--- src/rtl/rbd_ram.sv ---
`default_nettype none

module rbd_ram #(
  parameter int unsigned Width = 32,
  parameter int unsigned Depth = 128
) (
  input  wire logic                     clk_i,
  input  wire logic                     we_i,
  input  wire logic                     re_i,
  input  wire logic [$clog2(Depth)-1:0] addr_i,
  input  wire logic [Width-1:0]         wdata_i,
  output logic      [Width-1:0]         rdata_o
);

  logic [Width-1:0] mem_q [Depth];
  logic [Width-1:0] rdata_q;

  always_ff @(posedge clk_i) begin
    if (we_i) begin
      mem_q[addr_i] <= wdata_i;
    end
    if (re_i) begin
      rdata_q <= mem_q[addr_i];
    end
  end

  assign rdata_o = rdata_q;

endmodule

`default_nettype wire

--- config.mk ---
export PLATFORM = sky130hd
export DESIGN_NAME = rbd_ram
export DESIGN_NICKNAME = d
export VERILOG_FILES = /design/src/rtl/rbd_ram.sv
export SDC_FILE = /design/constraint.sdc
export NUM_CORES = 2
export LEC_CHECK = 0
export BUFFER_PORTS_ARGS = -buffer_cell sky130_fd_sc_hd__clkbuf_2
export CAP_MARGIN = 20
export CORE_ASPECT_RATIO = 1.5
export CORE_MARGIN = 2
export CORE_UTILIZATION = 30
export DETAILED_ROUTE_END_ITERATION = 7
export PLACE_DENSITY = 0.46
export SYNTH_ARGS = -nofsm -noshare
export SYNTH_HDL_FRONTEND = slang
export SYNTH_SLANG_ARGS = --single-unit
--- constraint.sdc ---
create_clock -name clk_i -period 5.4 [get_ports clk_i]
set_clock_uncertainty 0.2 [all_clocks]
set_input_delay 0 -clock clk_i [delete_from_list [all_inputs] [get_ports clk_i]]
set_output_delay 0 -clock clk_i [all_outputs]
set_load 0.02 [all_outputs]
== Word-level counts from Yosys, hierarchy flattened ==
Memories as Yosys holds them, arrays and structs flattened. A register that Yosys moved wholly into a read port is not among the register bits.
Index checks and enable logic that the tools add are counted.
Storage, ports and cells
  word-level logic and storage cells: 3
  bits of input ports: 42
  flip-flop bits (word level): 0
  bits in writable memories: 4096
  memories kept: 1
  output and inout port bits: 32
Memories
  mem_q: words 128, width 32, rd ports 1, clocked after Yosys merged registers in 1, wr ports 1, RTL line 15  | logic [Width-1:0] mem_q [Depth];
Cells by class
  muxes and demuxes: 2
Operators with widths (count)
  1-bit 2-to-1 mux: 2

== Longest topological paths before layout ==
  depth after elaboration: 2
  depth in mapped cells: 12
  mapped depth without buffers: 6

== Worst setup path before layout ==
OpenSTA, ideal clock, no wires.
  kind: input to register
  start: input addr_i[2]
  end: memory mem_q[72][0], enable pin
  data arrival time: 4.439 ns
  setup time: 0.502 ns
  path buffers: 8
  data required time: 4.698 ns
  stages: 9
  path slack: 0.259 ns
  cells stage by stage: buf_2 -> buf_4 -> buf_4 -> buf_2 -> buf_2 -> buf_2 -> clkbuf_1 -> buf_2 -> nor4_1
RTL lines
  start: declaration: RTL line 10  | input wire logic [$clog2(Depth)-1:0] addr_i,
  end: declaration: RTL line 15
Straight into the memory's write port.

==> results.md <==
* Outcome: complete, but fails checks
* Failing checks: hold timing
* Worst-skew pair later-pin latency at 1.03 ns
* Setup Fix Bufs, Post-CTS at 0
* HPWL after DPL at 411000 µm
* Hold_sp: wdata_i[24]
* CTS tree: yes
* IO buf count at 73
* Hold_ws at -0.0251 ns
* Hold Buf Count CTS at 89
* CTS resizes at 0
* Vias in the first global route at 94846
* Routed length per placed instance at 39.9 µm
* CP delay by family, top: buffers and inverters
* Synth Net Count at 8996
* Final wirelength at 666000 µm
* Crit path kind: in2reg
* Final hold violations at 8
* Die X at 596 µm
* DR top layer: met5
* Initial Util at 0.301
* Final setup violation count at 0
* Critical Path RT at 5.92 ns
* Top FF cell, synth: edfxtp_1
* Netlist Area Pre-Place at 158000 µm²
* Commonest non-fill, non-tap cells in the layout: edfxtp_1 (4128), a221oi_1 (847), buf_4 (528), a22oi_1 (468), a21oi_1 (420)
* RSZ-0062 raised after global routing: no
* Ys async rst share at 0
* Setup TNS at 0 ns
* Least-Margin Pin Slew at 1.38 ns
* DRT met1 WL at 237000 µm
* Critical-path maximum fanout at 52
* FMAX at 213 MHz
* Routability cong. at 0.891
* Initial antenna violation count at 79
* Peak supply drop at 0.256 mV
* End-of-flow core utilization at 0.353
* Register area share after synthesis at 0.787
* Commonest non-fill, non-tap cell in the layout: edfxtp_1
* Grt total ovfl at 0
* Initial DRC count at 13888
* Placed Instances at 15832
* Worst path buffer plus inverter count at 3
* Crit path max-delay cell type: nand4_1
* Non-filler cells, final at 16667
* Final min period at 4.69 ns
* Post-synth EDFFs at 4128
* Worst Hold Class: in2reg
* DIE AREA at 531000 µm²
* Lkg Pwr at 56.5 nW
* Via density at 5.86
* CTS Buf Count at 382
* Max cap viols at 0
* GRT Total Usage at 0.244
* Final nets at 9461
* Core Area at 524000 µm²
* Post-Syn Instances at 8954
* Fraction of layout cells with a size suffix above 1 at 0.189
* DIE HEIGHT at 892 µm
* Number of synthesis warnings at 0
* Netlist cell types at 75
* Clock transition at path regs at 0.07 ns
* Drt pass-1 iters at 7
* Syn_area_per_cell at 17.6 µm²
* Pwr/cell area at 367 nW/µm²
* Worst Setup SP: addr_i[2]
* Max H-tree Level at 5
* #FFs+latches synth at 4128
* Worst rel slew slack at 0.0775
* Nature of the critical path startpoint: input pin
* First-pass GRT wire length at 883000 µm
* Crit path cell chain: dlygate4sd3_1 -> buf_8 -> buf_4 -> mux2_2 -> a221oi_1 -> nor2_1 -> o21ai_0 -> nand4_1 -> a2111o_1
* DRT antenna net count at 0
* Met2 Wirelength at 323000 µm
* Reg2reg start: mem_q[101][6]$_DFFE_PP_
* CTS sink count at 4128
* Final worst path period share at 0.868
* Max Slew Vio Count at 0
* IO Pins at 74
* CP peak stage delay at 0.99 ns
* Largest net degree at the start of global routing at 129
* Area Growth Syn to Fin at 17.4%
* Root Driver: clkbuf_16
* Critical path endpoint category: flop
* Via count at 97644
* Site Rows at 326
* DRC viols at 0
* DR WL met3 at 52300 µm
* CTS Buffer Depth at 4
* Worst Path Arrival at 5.20 ns
==> through the flow <==
step	worst slack, ns	total power [mW]	area (µm²)
CTS	0.895	68.2	185000
global placement	0.108	40.8	171000
global route	0.914	69.4	185000
floorplan	0.259	37.9	158000
finish	0.714	68.0	185000
detailed placement	0.537	40.9	171000
==> state kept, by name, indices dropped and copies added (netlist names) <==
signal,flops
rdata_o,32
mem_q,4096
==> per-layer routing <==
layer  track usage  up-vias
li1              -    38553
met3        0.0387     1233
met2         0.410     5363
met1         0.288    52469
met5             0        -
met4         0.167       26
==> cell type report <==
cell class,instances,area (µm²)
repair buffers,808,8170
inverters,7,50.0
diodes,57,143
multi-input cells,4092,31700
clock inverters,229,2330
flip-flops and latches,4128,124000
clock buffers,458,9990
fillers,48877,339000
well taps,6888,8620
==> final timing paths <==
| path | endpoint | slack [ns] | cells after the start |
|---|---|---|---|
| worst max-delay path | rdata_o[6]$_DFFE_PP_ | 0.71 | 9 |
| worst min-delay path | mem_q[120][24]$_DFFE_PP_ | -0.03 | 2 |
| worst max register to register | rdata_o[6]$_DFFE_PP_ | 1.57 | 6 |
| worst min register to register | rdata_o[12]$_DFFE_PP_ | 0.59 | 4 |
==> where the power goes <==
part | total (mW) | switching, mW | internal [mW]
logic | 4.80 | 3.60 | 1.21
registers | 35.5 | 0.120 | 35.4
clock network | 27.6 | 12.4 | 15.3
total | 68.0 | 16.1 | 51.9
==> cell usage after synthesis, types with 10 or more instances <==
cell       count  area (µm²)
buf_1        135         507
o2bb2ai_1     25         219
a222oi_1      44         440
nand3b_1      31         233
mux2_2       277        3120
nor3_1        43         215
nand2_1      241         905
buf_2        239        1200
nand3_1       27         135
o211ai_1      17         128
clkbuf_1     324        1220
buf_4         26         195
mux4_2        70        1580
o22a_1        31         272
a21oi_1      425        2130
a211o_1       19         166
and3_1        14        87.6
a22o_1        43         377
mux2i_1      127        1270
nand2b_1      22         138
a22oi_1      468        3510
o22ai_1      170        1060
a221o_1       64         641
a21o_1        15         113
a211oi_1      43         323
a221oi_1     847        7420
a31oi_1       21         131
edfxtp_1    4128      124000
o221a_2       10         113
o2111ai_1     17         149
or2_2         16         100
o32ai_1       13         114
or4_1         13        97.6
o221ai_1      49         429
nor2_1       290        1090
o2111a_1      10         113
nand4_1       14        87.6
nor2b_1      108         676
o21ai_0      324        1620
==> cells by family (layout without fill, tap and decap cells) <==
group,Yosys count,count (layout),synth area share
buffers and inverters,734,1502,0.0201
multiplexers,476,476,0.0380
other,0,57,0
AND/OR/NAND/NOR,885,885,0.0272
AO/OA/AOI/OAI,2731,2731,0.128
flip-flops,4128,4128,0.787
Note: power is estimated with default switching activity, not from simulation.
