--- src/rtl/rbd_pkg.sv ---
`default_nettype none

package rbd_pkg;

  localparam int unsigned DepthDefault = 128;

  localparam int unsigned DataW    = 32;
  localparam int unsigned CmdW     = 3;
  localparam int unsigned StatusW  = 2;
  localparam int unsigned CountW   = 8;

  localparam int unsigned InTdataW  = 40;
  localparam int unsigned OutTdataW = 48;

  localparam logic [CmdW-1:0] CmdPushBack  = 3'd0;
  localparam logic [CmdW-1:0] CmdPushFront = 3'd1;
  localparam logic [CmdW-1:0] CmdPopBack   = 3'd2;
  localparam logic [CmdW-1:0] CmdPopFront  = 3'd3;
  localparam logic [CmdW-1:0] CmdPeekFront = 3'd4;
  localparam logic [CmdW-1:0] CmdPeekBack  = 3'd5;
  localparam logic [CmdW-1:0] CmdClear     = 3'd6;

  localparam logic [StatusW-1:0] StOk    = 2'd0;
  localparam logic [StatusW-1:0] StData  = 2'd1;
  localparam logic [StatusW-1:0] StEmpty = 2'd2;
  localparam logic [StatusW-1:0] StFull  = 2'd3;

  typedef struct packed {
    logic [StatusW-1:0] status;
    logic [CountW-1:0]  count;
  } rbd_result_t;

endpackage

`default_nettype wire

--- src/rtl/rbd_ctrl.sv ---
`default_nettype none

module rbd_ctrl
  import rbd_pkg::*;
#(
  parameter int unsigned Depth = DepthDefault
) (
  input  wire logic                     clk_i,
  input  wire logic                     rst_ni,
  input  wire logic                     fire_i,
  input  wire logic [CmdW-1:0]          command_i,
  input  wire logic [DataW-1:0]         push_value_i,
  output logic                          ram_we_o,
  output logic                          ram_re_o,
  output logic      [$clog2(Depth)-1:0] ram_addr_o,
  output logic      [DataW-1:0]         ram_wdata_o,
  output rbd_result_t                   result_o
);

  localparam int unsigned IdxW = $clog2(Depth);
  localparam int unsigned CntW = $clog2(Depth + 1);
  localparam logic [IdxW-1:0] IdxLast = IdxW'(Depth - 1);
  localparam logic [CntW-1:0] CntFull = CntW'(Depth);

  logic [IdxW-1:0] head_q, head_d;
  logic [IdxW-1:0] tail_q, tail_d;
  logic [CntW-1:0] count_q, count_d;
  logic [IdxW-1:0] head_inc, head_dec, tail_inc, tail_dec;
  logic            full, empty;
  logic            we, re;
  logic [IdxW-1:0] addr;
  logic [StatusW-1:0] status;

  assign head_inc = (head_q == IdxLast) ? '0 : head_q + IdxW'(1);
  assign head_dec = (head_q == '0) ? IdxLast : head_q - IdxW'(1);
  assign tail_inc = (tail_q == IdxLast) ? '0 : tail_q + IdxW'(1);
  assign tail_dec = (tail_q == '0) ? IdxLast : tail_q - IdxW'(1);
  assign full     = (count_q == CntFull);
  assign empty    = (count_q == '0);

  always_comb begin
    head_d  = head_q;
    tail_d  = tail_q;
    count_d = count_q;
    we      = 1'b0;
    re      = 1'b0;
    addr    = tail_q;
    status  = StOk;
    case (command_i)
      CmdPushBack: begin
        if (full) begin
          status = StFull;
        end else begin
          we      = 1'b1;
          addr    = tail_inc;
          tail_d  = tail_inc;
          count_d = count_q + CntW'(1);
        end
      end
      CmdPushFront: begin
        if (full) begin
          status = StFull;
        end else begin
          we      = 1'b1;
          addr    = head_dec;
          head_d  = head_dec;
          count_d = count_q + CntW'(1);
        end
      end
      CmdPopBack, CmdPeekBack: begin
        if (empty) begin
          status = StEmpty;
        end else begin
          status = StData;
          re     = 1'b1;
          addr   = tail_q;
          if (command_i == CmdPopBack) begin
            tail_d  = tail_dec;
            count_d = count_q - CntW'(1);
          end
        end
      end
      CmdPopFront, CmdPeekFront: begin
        if (empty) begin
          status = StEmpty;
        end else begin
          status = StData;
          re     = 1'b1;
          addr   = head_q;
          if (command_i == CmdPopFront) begin
            head_d  = head_inc;
            count_d = count_q - CntW'(1);
          end
        end
      end
      CmdClear: begin
        head_d  = IdxW'(1);
        tail_d  = '0;
        count_d = '0;
      end
      default: begin
      end
    endcase
  end

  always_ff @(posedge clk_i or negedge rst_ni) begin
    if (!rst_ni) begin
      head_q  <= IdxW'(1);
      tail_q  <= '0;
      count_q <= '0;
    end else if (fire_i) begin
      head_q  <= head_d;
      tail_q  <= tail_d;
      count_q <= count_d;
    end
  end

  assign ram_we_o    = fire_i & we;
  assign ram_re_o    = fire_i & re;
  assign ram_addr_o  = addr;
  assign ram_wdata_o = push_value_i;
  assign result_o    = {status, CountW'(count_d)};

  a_count_bound: assert property (@(posedge clk_i) disable iff (!rst_ni)
    count_q <= CntFull)
    else $error("occupancy exceeds capacity");

  a_empty_ptrs: assert property (@(posedge clk_i) disable iff (!rst_ni)
    empty |-> (head_q == tail_inc))
    else $error("head and tail disagree on an empty queue");

  a_one_access: assert property (@(posedge clk_i) disable iff (!rst_ni)
    !(ram_we_o && ram_re_o))
    else $error("store read and written in one cycle");

  a_push_moves: assert property (@(posedge clk_i) disable iff (!rst_ni)
    ram_we_o |=> (count_q == $past(count_q) + CntW'(1)))
    else $error("push did not raise the count");

endmodule

`default_nettype wire

--- config.mk ---
export PLATFORM = sky130hd
export DESIGN_NAME = rbd_ctrl
export DESIGN_NICKNAME = d
export VERILOG_FILES = /design/src/rtl/rbd_pkg.sv /design/src/rtl/rbd_ctrl.sv
export SDC_FILE = /design/constraint.sdc
export NUM_CORES = 1
export LEC_CHECK = 0
export BUFFER_PORTS_ARGS = -buffer_cell sky130_fd_sc_hd__buf_2
export CAP_MARGIN = 10
export CORE_MARGIN = 2
export CORE_UTILIZATION = 48
export CTS_CLUSTER_DIAMETER = 40
export CTS_CLUSTER_SIZE = 16
export DETAILED_ROUTE_END_ITERATION = 12
export GPL_ROUTABILITY_DRIVEN = 0
export PLACE_DENSITY = 0.78
export SLEW_MARGIN = 20
export SYNTH_ARGS = -nofsm -noshare
export SYNTH_HDL_FRONTEND = slang
export SYNTH_SLANG_ARGS = --single-unit
--- constraint.sdc ---
create_clock -name clk_i -period 2.3 [get_ports clk_i]
set_clock_uncertainty 0.1 [all_clocks]
set_input_delay 0.115 -clock clk_i [delete_from_list [all_inputs] [get_ports clk_i]]
set_output_delay 0.115 -clock clk_i [all_outputs]
set_load 0.01 [all_outputs]
==> Yosys cells after proc, flatten, opt, wreduce, memory -nomap -nowiden <==
Index checks and enable logic that the tools add are counted.
{ "op_classes": {"bitwise_logic": 2, "muxes": 28, "eq_ne": 14, "addsub": 6, "reduce_logical": 12} }
{ "op_table": {"columns": ["cell", "n"], "rows": [
  ["$mux W7", 12],
  ["$pmux W7 S3", 3],
  ["$mux W8", 5],
  ["$pmux W8 S4", 1],
  ["$add A7 B1 Y7 const B", 2],
  ["$eq A7 B7 Y1 const B", 2],
  ["$logic_not A7 Y1", 2],
  ["$sub A7 B1 Y7 const B", 2],
  ["$ne A2 B2 Y1 const B", 5],
  ["$eq A3 B3 Y1 const B", 3],
  ["$add A8 B1 Y8 const B", 1],
  ["$eq A8 B8 Y1 const B", 1],
  ["$logic_not A8 Y1", 1],
  ["$sub A8 B1 Y8 const B", 1],
  ["$eq A3 B2 Y1 const B", 2],
  ["$reduce_bool A3 Y1", 2],
  ["$reduce_or A2 Y1", 3],
  ["$reduce_and A5 Y1", 1],
  ["$mux W1", 4],
  ["$mux W2", 2],
  ["$pmux W2 S2", 1],
  ["$reduce_and A4 Y1", 1],
  ["$reduce_or A4 Y1", 1],
  ["$eq A3 B1 Y1 const B", 1],
  ["2 further kinds", 3]
]} }
{ "word_totals": {"out_inout_bits": 51, "inputBits": 38, "reg_bits": 22} }

==> Logic depth before layout (Yosys ltp) <==
Gate-level depths: netlist (run 1).
{ "depth": {"ltp_word": 5, "mapped_depth": 10, "ltp_nobuf": 7} }

==> Worst setup path before layout (run 1) <==
OpenSTA, ideal clock, no wires.
{ "synth_path": {"path_kind": "register -> output", "start": "register count_q[0]", "end": "output ram_addr_o[3]", "path_stages_with_launch": 9, "t_required_ns": 2.085, "setup_slack_ns": -0.114, "arrival_ns": 2.199, "cell_sequence": "dfrtp_1 -> clkbuf_1 -> inv_1 -> ha_1 -> or4b_1 -> nor2_4 -> nor2_1 -> a22o_1 -> a221o_1"} }
{ "synth_between": {"elab_chain_cells": 3} }
{ "synth_rtl": {"columns": ["item", "line_no", "rtl"], "rows": [
  ["from (decl)", "rbd_ctrl.sv:27", "logic [CntW-1:0] count_q, count_d;"],
  ["from (signal assigned)", "rbd_ctrl.sv:114", "count_q <= count_d;"],
  ["$eq A8 B8 Y1 / $logic_not A8 Y1 (equally long branches)", "rbd_ctrl.sv:38, rbd_ctrl.sv:39", null],
  ["$mux W7, on equally long branches", null, null],
  ["$pmux W7 S3 *", "rbd_ctrl.sv:49", "case (command_i)"],
  ["to (decl)", "rbd_ctrl.sv:15", "output logic [$clog2(Depth)-1:0] ram_addr_o,"]
]} }
Mark *: on every way between the ends. The rest lies on a longest branch, timed or not.

==> Final worst setup path (run 1) <==
Ends and elaborated chain as after synthesis.

==> results of run 1 <==
-- stage by stage --
| step | hold WS, ps | setup WS [ps] | util, % |
|---|---|---|---|
| global route | 130 | -273 | 57.3 |
| finish | 130 | -187 | 57.3 |
| detailed placement | 41.8 | 35.2 | 51.9 |
| global placement | 34.5 | 124 | 51.9 |
| CTS | 130 | -152 | 54.9 |
| floorplan | -281 | 0.101 | - |
-- power by group through the flow --
stage | Sequential (mW) | Clock (mW) | Combinational (mW)
after floorplan | 0.670 | 0 | 1.99
after global placement | 0.790 | 0 | 2.58
after detailed placement | 0.799 | 0 | 2.64
after CTS | 0.798 | 0.406 | 2.83
after global routing | 0.858 | 0.428 | 3.41
final | 0.834 | 0.397 | 3.18
-- repair_timing --
| action | CTS | global route |
|---|---|---|
| pin swaps | 10 | 19 |
| buffers inserted | 4 | 3 |
| endpoints found under the hold margin | 21 | 0 |
| gates resized for setup | 16 | 39 |
| endpoints found under the setup margin | 15 | 18 |
| hold buffers | 1 | 0 |
-- cells in the final DEF, fill, tap and decap left out, types with 3 or more instances in the layout --
cell / synthesis / final
a22oi_1: 4 / 3
buf_2: 8 / 24
a22o_1: 9 / 9
a32oi_1: 4 / 4
a211oi_1: 5 / 3
nor2_1: 24 / 19
dfrtp_2: 0 / 4
a21oi_1: 21 / 20
inv_1: 13 / 11
o21ai_0: 34 / 26
o22ai_1: 6 / 5
nand3_1: 14 / 14
nand2_1: 35 / 34
dfrtp_1: 21 / 17
nor2_4: 1 / 3
a221o_1: 4 / 4
clkbuf_8: 0 / 3
buf_6: 5 / 5
nand2b_1: 6 / 6
nor4_1: 3 / 3
or2_2: 3 / 3
nor2_2: 1 / 4
nand4_1: 3 / 3
nor2b_1: 7 / 7
ha_1: 8 / 4
and2_1: 4 / 4
a31oi_1: 9 / 9
a21o_1: 3 / 3
o31ai_1: 6 / 5
or3_1: 5 / 4
buf_4: 35 / 43
and3_1: 8 / 6
o221ai_1: 3 / 3
xnor2_1: 6 / 6
o32ai_1: 3 / 3
o21ai_1: 2 / 8
nor3_1: 13 / 11
o211ai_1: 3 / 3
xor2_1: 3 / 3
-- registers in the layout, indices dropped and copies added (netlist names) --
name     flops
count_q      8
head_q       7
tail_q       7
-- layout make-up --
| cell class | instances | area share [%] |
|---|---|---|
| Clock buffer | 3 | 1.20 |
| Clock inverter | 1 | 0.874 |
| Inverter | 15 | 1.64 |
| Multi-Input combinational cell | 305 | 62.5 |
| Sequential cell | 22 | 16.2 |
| Tap cell | 75 | 2.73 |
| Timing Repair Buffer | 73 | 14.8 |
-- metal layers --
metal	share of wire [%]	track usage (%)
met3	9.2	5.17
met2	47	40.2
met5	0	0
met1	40	35.9
met4	3.5	11.6
-- worst min path at each step --
stage,startpoint,to,cells past startpoint
final,push_value_i[26],ram_wdata_o[26],0
after global routing,push_value_i[4],ram_wdata_o[4],0
after floorplan,rst_ni,count_q[0]$_DFFE_PN0P_,0
after CTS,push_value_i[12],ram_wdata_o[12],0
after global placement,rst_ni,count_q[4]$_DFFE_PN0P_,1
after detailed placement,rst_ni,count_q[5]$_DFFE_PN0P_,1
-- kinds of logic (layout without fill, tap and decap cells) --
kind of cell    Yosys count  count (layout)
compound gates          141             141
xor+xnor                  9               9
fa+ha+maj                 8               8
buf+inv                  82              92
flops                    22              22
mux                       4               4
simple gates            143             143
==> flow_summary.ini, run 1 <==
[synth]
synth.cell_area_sq_um = 3010
yosysSeqAreaShare_pct = 18.4
synth_area_leader_cell = dfrtp_1
share_of_cell_area_taken_by_muxes_after_synthesis_pct = 1.42
synth_adder_area_share_pct = 3.33
synth.cells.most_frequent = buf_4 (35), nand2_1 (35), o21ai_0 (34), nor2_1 (24)
largest_family_of_logic_cells_by_synthesized_area = compound AO/OA/AOI/OAI gates
post_synth_xor_area_fraction_pct = 2.62
postSynthCellCount = 409
synthesis.nets = 455
synth-edff-count = 0
yosys.area_share.simple_pct = 25.4
asyncSetResetFlopFracSynth_pct = 100
yosys_register_bits = 22
synth-compound-area-share_pct = 32.6
synth_top_flop_cell = dfrtp_1
yosysTopAreaCellShare_pct = 17.5
synthesis.yosys.warnings = 0
netlist-cell-type-count = 77
synth_area_leaders = dfrtp_1 (17%), buf_4 (8.7%), o21ai_0 (5.7%)
post_synth.cell_area_avg_sq_um = 7.35

[critical_path]
worst-endpoint-arrival_ps = 2270
critical_path_required_ps = 2090
path_cells = inv_2 > ha_4 > or4b_4 > nor2_4 > nor2_2 > a22o_1 > a221o_1 > buf_2
cpLargestDelayFamily = simple AND/OR/NAND/NOR gates
r2r_slack_ps = 100
crit-reg2reg-launch = tail_q[1]$_DFFE_PN0P_
path_buf_inv = 2
endpoint_kind = output port
cp_num_cells = 8
slowest_stage = or4b_4
worstReg2RegEnd = tail_q[0]$_DFFE_PN0P_
startpoint = count_q[0]$_DFFE_PN0P_
critical-path-max-stage-delay_ps = 500
worstPathMaxFanout = 5
timing.critical_path.to = ram_addr_o[3]
worst_r2r_path_depth = 6
start_to_end_type_of_the_worst_setup_path = flop to output port
worstSetupStartpointType = flop

[routing]
drt.antenna.violating_nets = 0
count_of_vias_placed_by_the_detailed_router = 3398
wirelength_mm = 9.81
drt-vias-per-instance = 6.88
wire_per_inst_microns = 19.9
detail_route.drc_violations = 0
drt_first_pass_iters = 5
detailedRoute.firstIterationViolations = 444

[power]
switchingPower_mw = 2.17
power_per_cell_area_nw_per_um2 = 1290
clkPwrFrac_pct = 9.0
ir_drop_uv = 834
power.switching_fraction_pct = 49.2
p_int_mw = 2.24
final_power_mw = 4.41
seq_power_share_pct = 18.9
power.leakage_nw = 1.44
comb_power_share_pct = 72.1

[clocking]
worstSkewPairLatency_ps = 280
clock-root-buffer = clkbuf_8
cts_buffers = 3
clk_path_buf_depth = 2
cts_max_level = 1
path_clk_slew_ps = 100
cts_num_sinks = 22
cts_tree = built

[flow_run]
max_cap_violations = 0

[placement]
place_hpwl_mm = 6.70
buffer_ports.inserted = 24
placed_cells = 483
postPlaceCellArea_sq_um = 3110

[floorplanning]
boundaryPins = 89
core_area_sq_um = 5990
die_w_microns = 83.1
rows = 28
initial_utilization_pct = 50.2
fp.dieArea_sq_um = 6910
die_h_microns = 83.1

[grt]
via_count_of_the_first_global_routing_pass = 3116
antenna_violations_before_repair = 0
grt-ovfl-total = 0
first_pass_grt_wire_length_mm = 15.2
grt_max_degree = 23
grtUsageTotal_pct = 26.3

[cells_and_area]
finalInstanceArea_sq_um = 3430
seq_area_sq_um = 557
multiInputGateArea_sq_um = 2150
final_nets = 466
syn2layout_area_growth_pct = 14.3
layout_cells_sized_above_1_pct = 30.3
layout.cells.non_filler = 494
insertedDiodeCount = 0
filler_cell_count = 548

[timing]
final-max-slew-violation-count = 0
max_slew_margin_pct = 55.4
fmax_ghz = 0.402
fin_ws_ps = -187
slew_at_the_pin_closest_to_its_max_slew_limit_ps = 666
post-route-min-period_ps = 2490
period_utilization_post_route_pct = 108
setup_viol_count_final = 13
finalHoldViolations = 0
unrepaired_setup_endpoints_after_global_routing = true
totalNegativeSetupSlack_ps = -1320

[outcome]
outcome = complete, but fails checks
failed_checks = setup timing

[hold_path]
min_path_type = input port to output port
No activity file was read; power rests on OpenSTA's default activity.
==> inputs of run 2 (changes only) <==
- CORE_UTILIZATION: 48 -> 35
- PLACE_DENSITY: 0.78 -> 0.6
==> run 2 against run 1 <==
Effect of this change: the flow still finishes with violations (setup timing); largest cell class unchanged; routed wire length grew 1.8%; worst hold slack barely moved; sequential cell count unchanged; count of clock-buffer cells in the layout stayed put; register-to-register slack gained 50 ps; critical path type unchanged; highest routed layer unchanged; fmax up 0.83%; sequential power is 4.0% lower.
==> flow_summary.ini, run 2 (synthesis results as in run 1) <==
[outcome]
outcome = complete, but fails checks
failed_checks = setup timing

[timing]
final-max-slew-violation-count = 0
fmax_ghz = 0.405
fin_ws_ps = -166
post-route-min-period_ps = 2470
finalHoldViolations = 0
hold_slack_ps = 130
period_utilization_post_route_pct = 107
unrepaired_setup_endpoints_after_global_routing = true
setup_viol_count_final = 10
slew_at_the_pin_closest_to_its_max_slew_limit_ps = 682
max_slew_margin_pct = 54.4

[floorplanning]
core_area_sq_um = 8260
fp.dieArea_sq_um = 9340
rows = 33
die_h_microns = 96.7
boundaryPins = 89
initial_utilization_pct = 36.4
die_w_microns = 96.7

[cells_and_area]
utilization_pct = 43.7
insertedDiodeCount = 0
layout_cells_sized_above_1_pct = 33.3
final_nets = 477
layout.cells.non_filler = 535
filler_cell_count = 855
final_common_cell = buf_4
largest_registers = count_q (8), head_q (7), tail_q (7)
max_flop_register = count_q
most-common-layout-cells = buf_4 (54), nand2_1 (34), o21ai_0 (25)
syn2layout_area_growth_pct = 19.9
largest_register_ff_count = 8

[critical_path]
worst-endpoint-arrival_ps = 2250
crit-reg2reg-launch = tail_q[1]$_DFFE_PN0P_
path_cells = inv_2 > ha_4 > or4b_4 > nor2_4 > nor2_4 > a22o_1 > a221o_1 > buf_2
critical_path_required_ps = 2090
worstSetupStartpointType = flop
endpoint_kind = output port
path_buf_inv = 2
cpLargestDelayFamily = simple AND/OR/NAND/NOR gates
r2r_slack_ps = 150
slowest_stage = or4b_4
critical_path.most_common_cell = nor2_4
critical-path-max-stage-delay_ps = 490
start_to_end_type_of_the_worst_setup_path = flop to output port
startpoint = count_q[1]$_DFFE_PN0P_
worstPathMaxFanout = 5

[routing]
drt_first_pass_iters = 4
wirelength_mm = 9.98
detailedRoute.firstIterationViolations = 258
count_of_vias_placed_by_the_detailed_router = 3331
wire_per_inst_microns = 18.7
drt.antenna.violating_nets = 0
drt-vias-per-instance = 6.23
detail_route.drc_violations = 0

[power]
power_per_cell_area_nw_per_um2 = 1240
power.switching_fraction_pct = 48.7
seq_power_share_pct = 18.0
switchingPower_mw = 2.17
clkPwrFrac_pct = 8.9
ir_drop_uv = 730
p_int_mw = 2.29
power.leakage_nw = 1.52
comb_power_share_pct = 73.1

[clocking]
cts_num_sinks = 22
cts_tree = built
path_clk_slew_ps = 100
clk_path_buf_depth = 2
cts_buffers = 3
worstSkewPairLatency_ps = 280
clock-root-buffer = clkbuf_8
cts_max_level = 1

[grt]
grtUsageTotal_pct = 20.7
antenna_violations_before_repair = 0
grt-ovfl-total = 0
grt_max_degree = 23
via_count_of_the_first_global_routing_pass = 3278
first_pass_grt_wire_length_mm = 16.2

[placement]
placed_cells = 521
buffer_ports.inserted = 24
pre_cts_slack_ps = 92.7
place_hpwl_mm = 7.27

[hold_path]
worstHoldStart = push_value_i[28]
min_path_type = input port to output port

[flow_run]
max_cap_violations = 0
## run 2: routing by layer
layer / track usage (%) / share of wire (%) / routed length (microns) / vias to the layer above
met5: 0 / 0 / 0 / -
met3: 4.19 / 7.4 / 741 / 52
met2: 34.1 / 46 / 4560 / 159
met4: 8.56 / 3.5 / 352 / 0
li1: - / - / - / 1529
met1: 26.5 / 43 / 4330 / 1591
## run 2: area by class of cell
class	instances	area [sq um]	share of cell area, %
Clock buffer	3	41.3	1.15
Multi-Input combinational cell	305	2200	61.0
Inverter	15	56.3	1.56
Clock inverter	1	30.0	0.833
Sequential cell	22	556	15.4
Timing Repair Buffer	84	592	16.4
Tap cell	105	131	3.64
## run 2: repair_timing
item | 4_1_cts | 5_1_grt
pin swaps | 11 | 15
hold endpoints to repair | 21 | 0
setup buffers | 4 | 6
setup endpoints to repair | 14 | 18
resized for setup | 21 | 41
hold buffers | 1 | 0
## run 2: final timing paths
path | end | cells after the start
setup / recovery | ram_addr_o[5] | 8
hold / removal | ram_wdata_o[28] | 0
setup reg to reg | tail_q[5]$_DFFE_PN0P_ | 6
hold reg to reg | tail_q[2]$_DFFE_PN0P_ | 2
max in group asynchronous | count_q[3]$_DFFE_PN0P_ | 2
min in group asynchronous | count_q[5]$_DFFE_PN0P_ | 2
## run 2: power groups by stage
stage	Combinational [mW]	Sequential [mW]	Clock (mW)
2_1_floorplan	1.99	0.670	0
3_3_place_gp	2.72	0.773	0
3_5_place_dp	2.74	0.773	0
4_1_cts	2.93	0.771	0.410
5_1_grt	3.53	0.830	0.421
6_report	3.26	0.801	0.398
## run 2: worst reg2reg max path: cells and delay by family, from the launching register on
kind	cells	cell delay, ps
and+or+nand+nor	2	850
AOI/OAI and AO/OA	2	380
DFF	1	490
buffers and inverters	1	100
adders and majority gates	1	170
## run 2: per-stage QoR
stage	total power, mW	setup TNS [ps]	area (sq um)
global route	4.78	-2010	3600
finish	4.46	-1030	3600
floorplan	2.66	0	3020
detailed placement	3.52	0	3210
global placement	3.49	0	3210
CTS	4.11	-861	3400
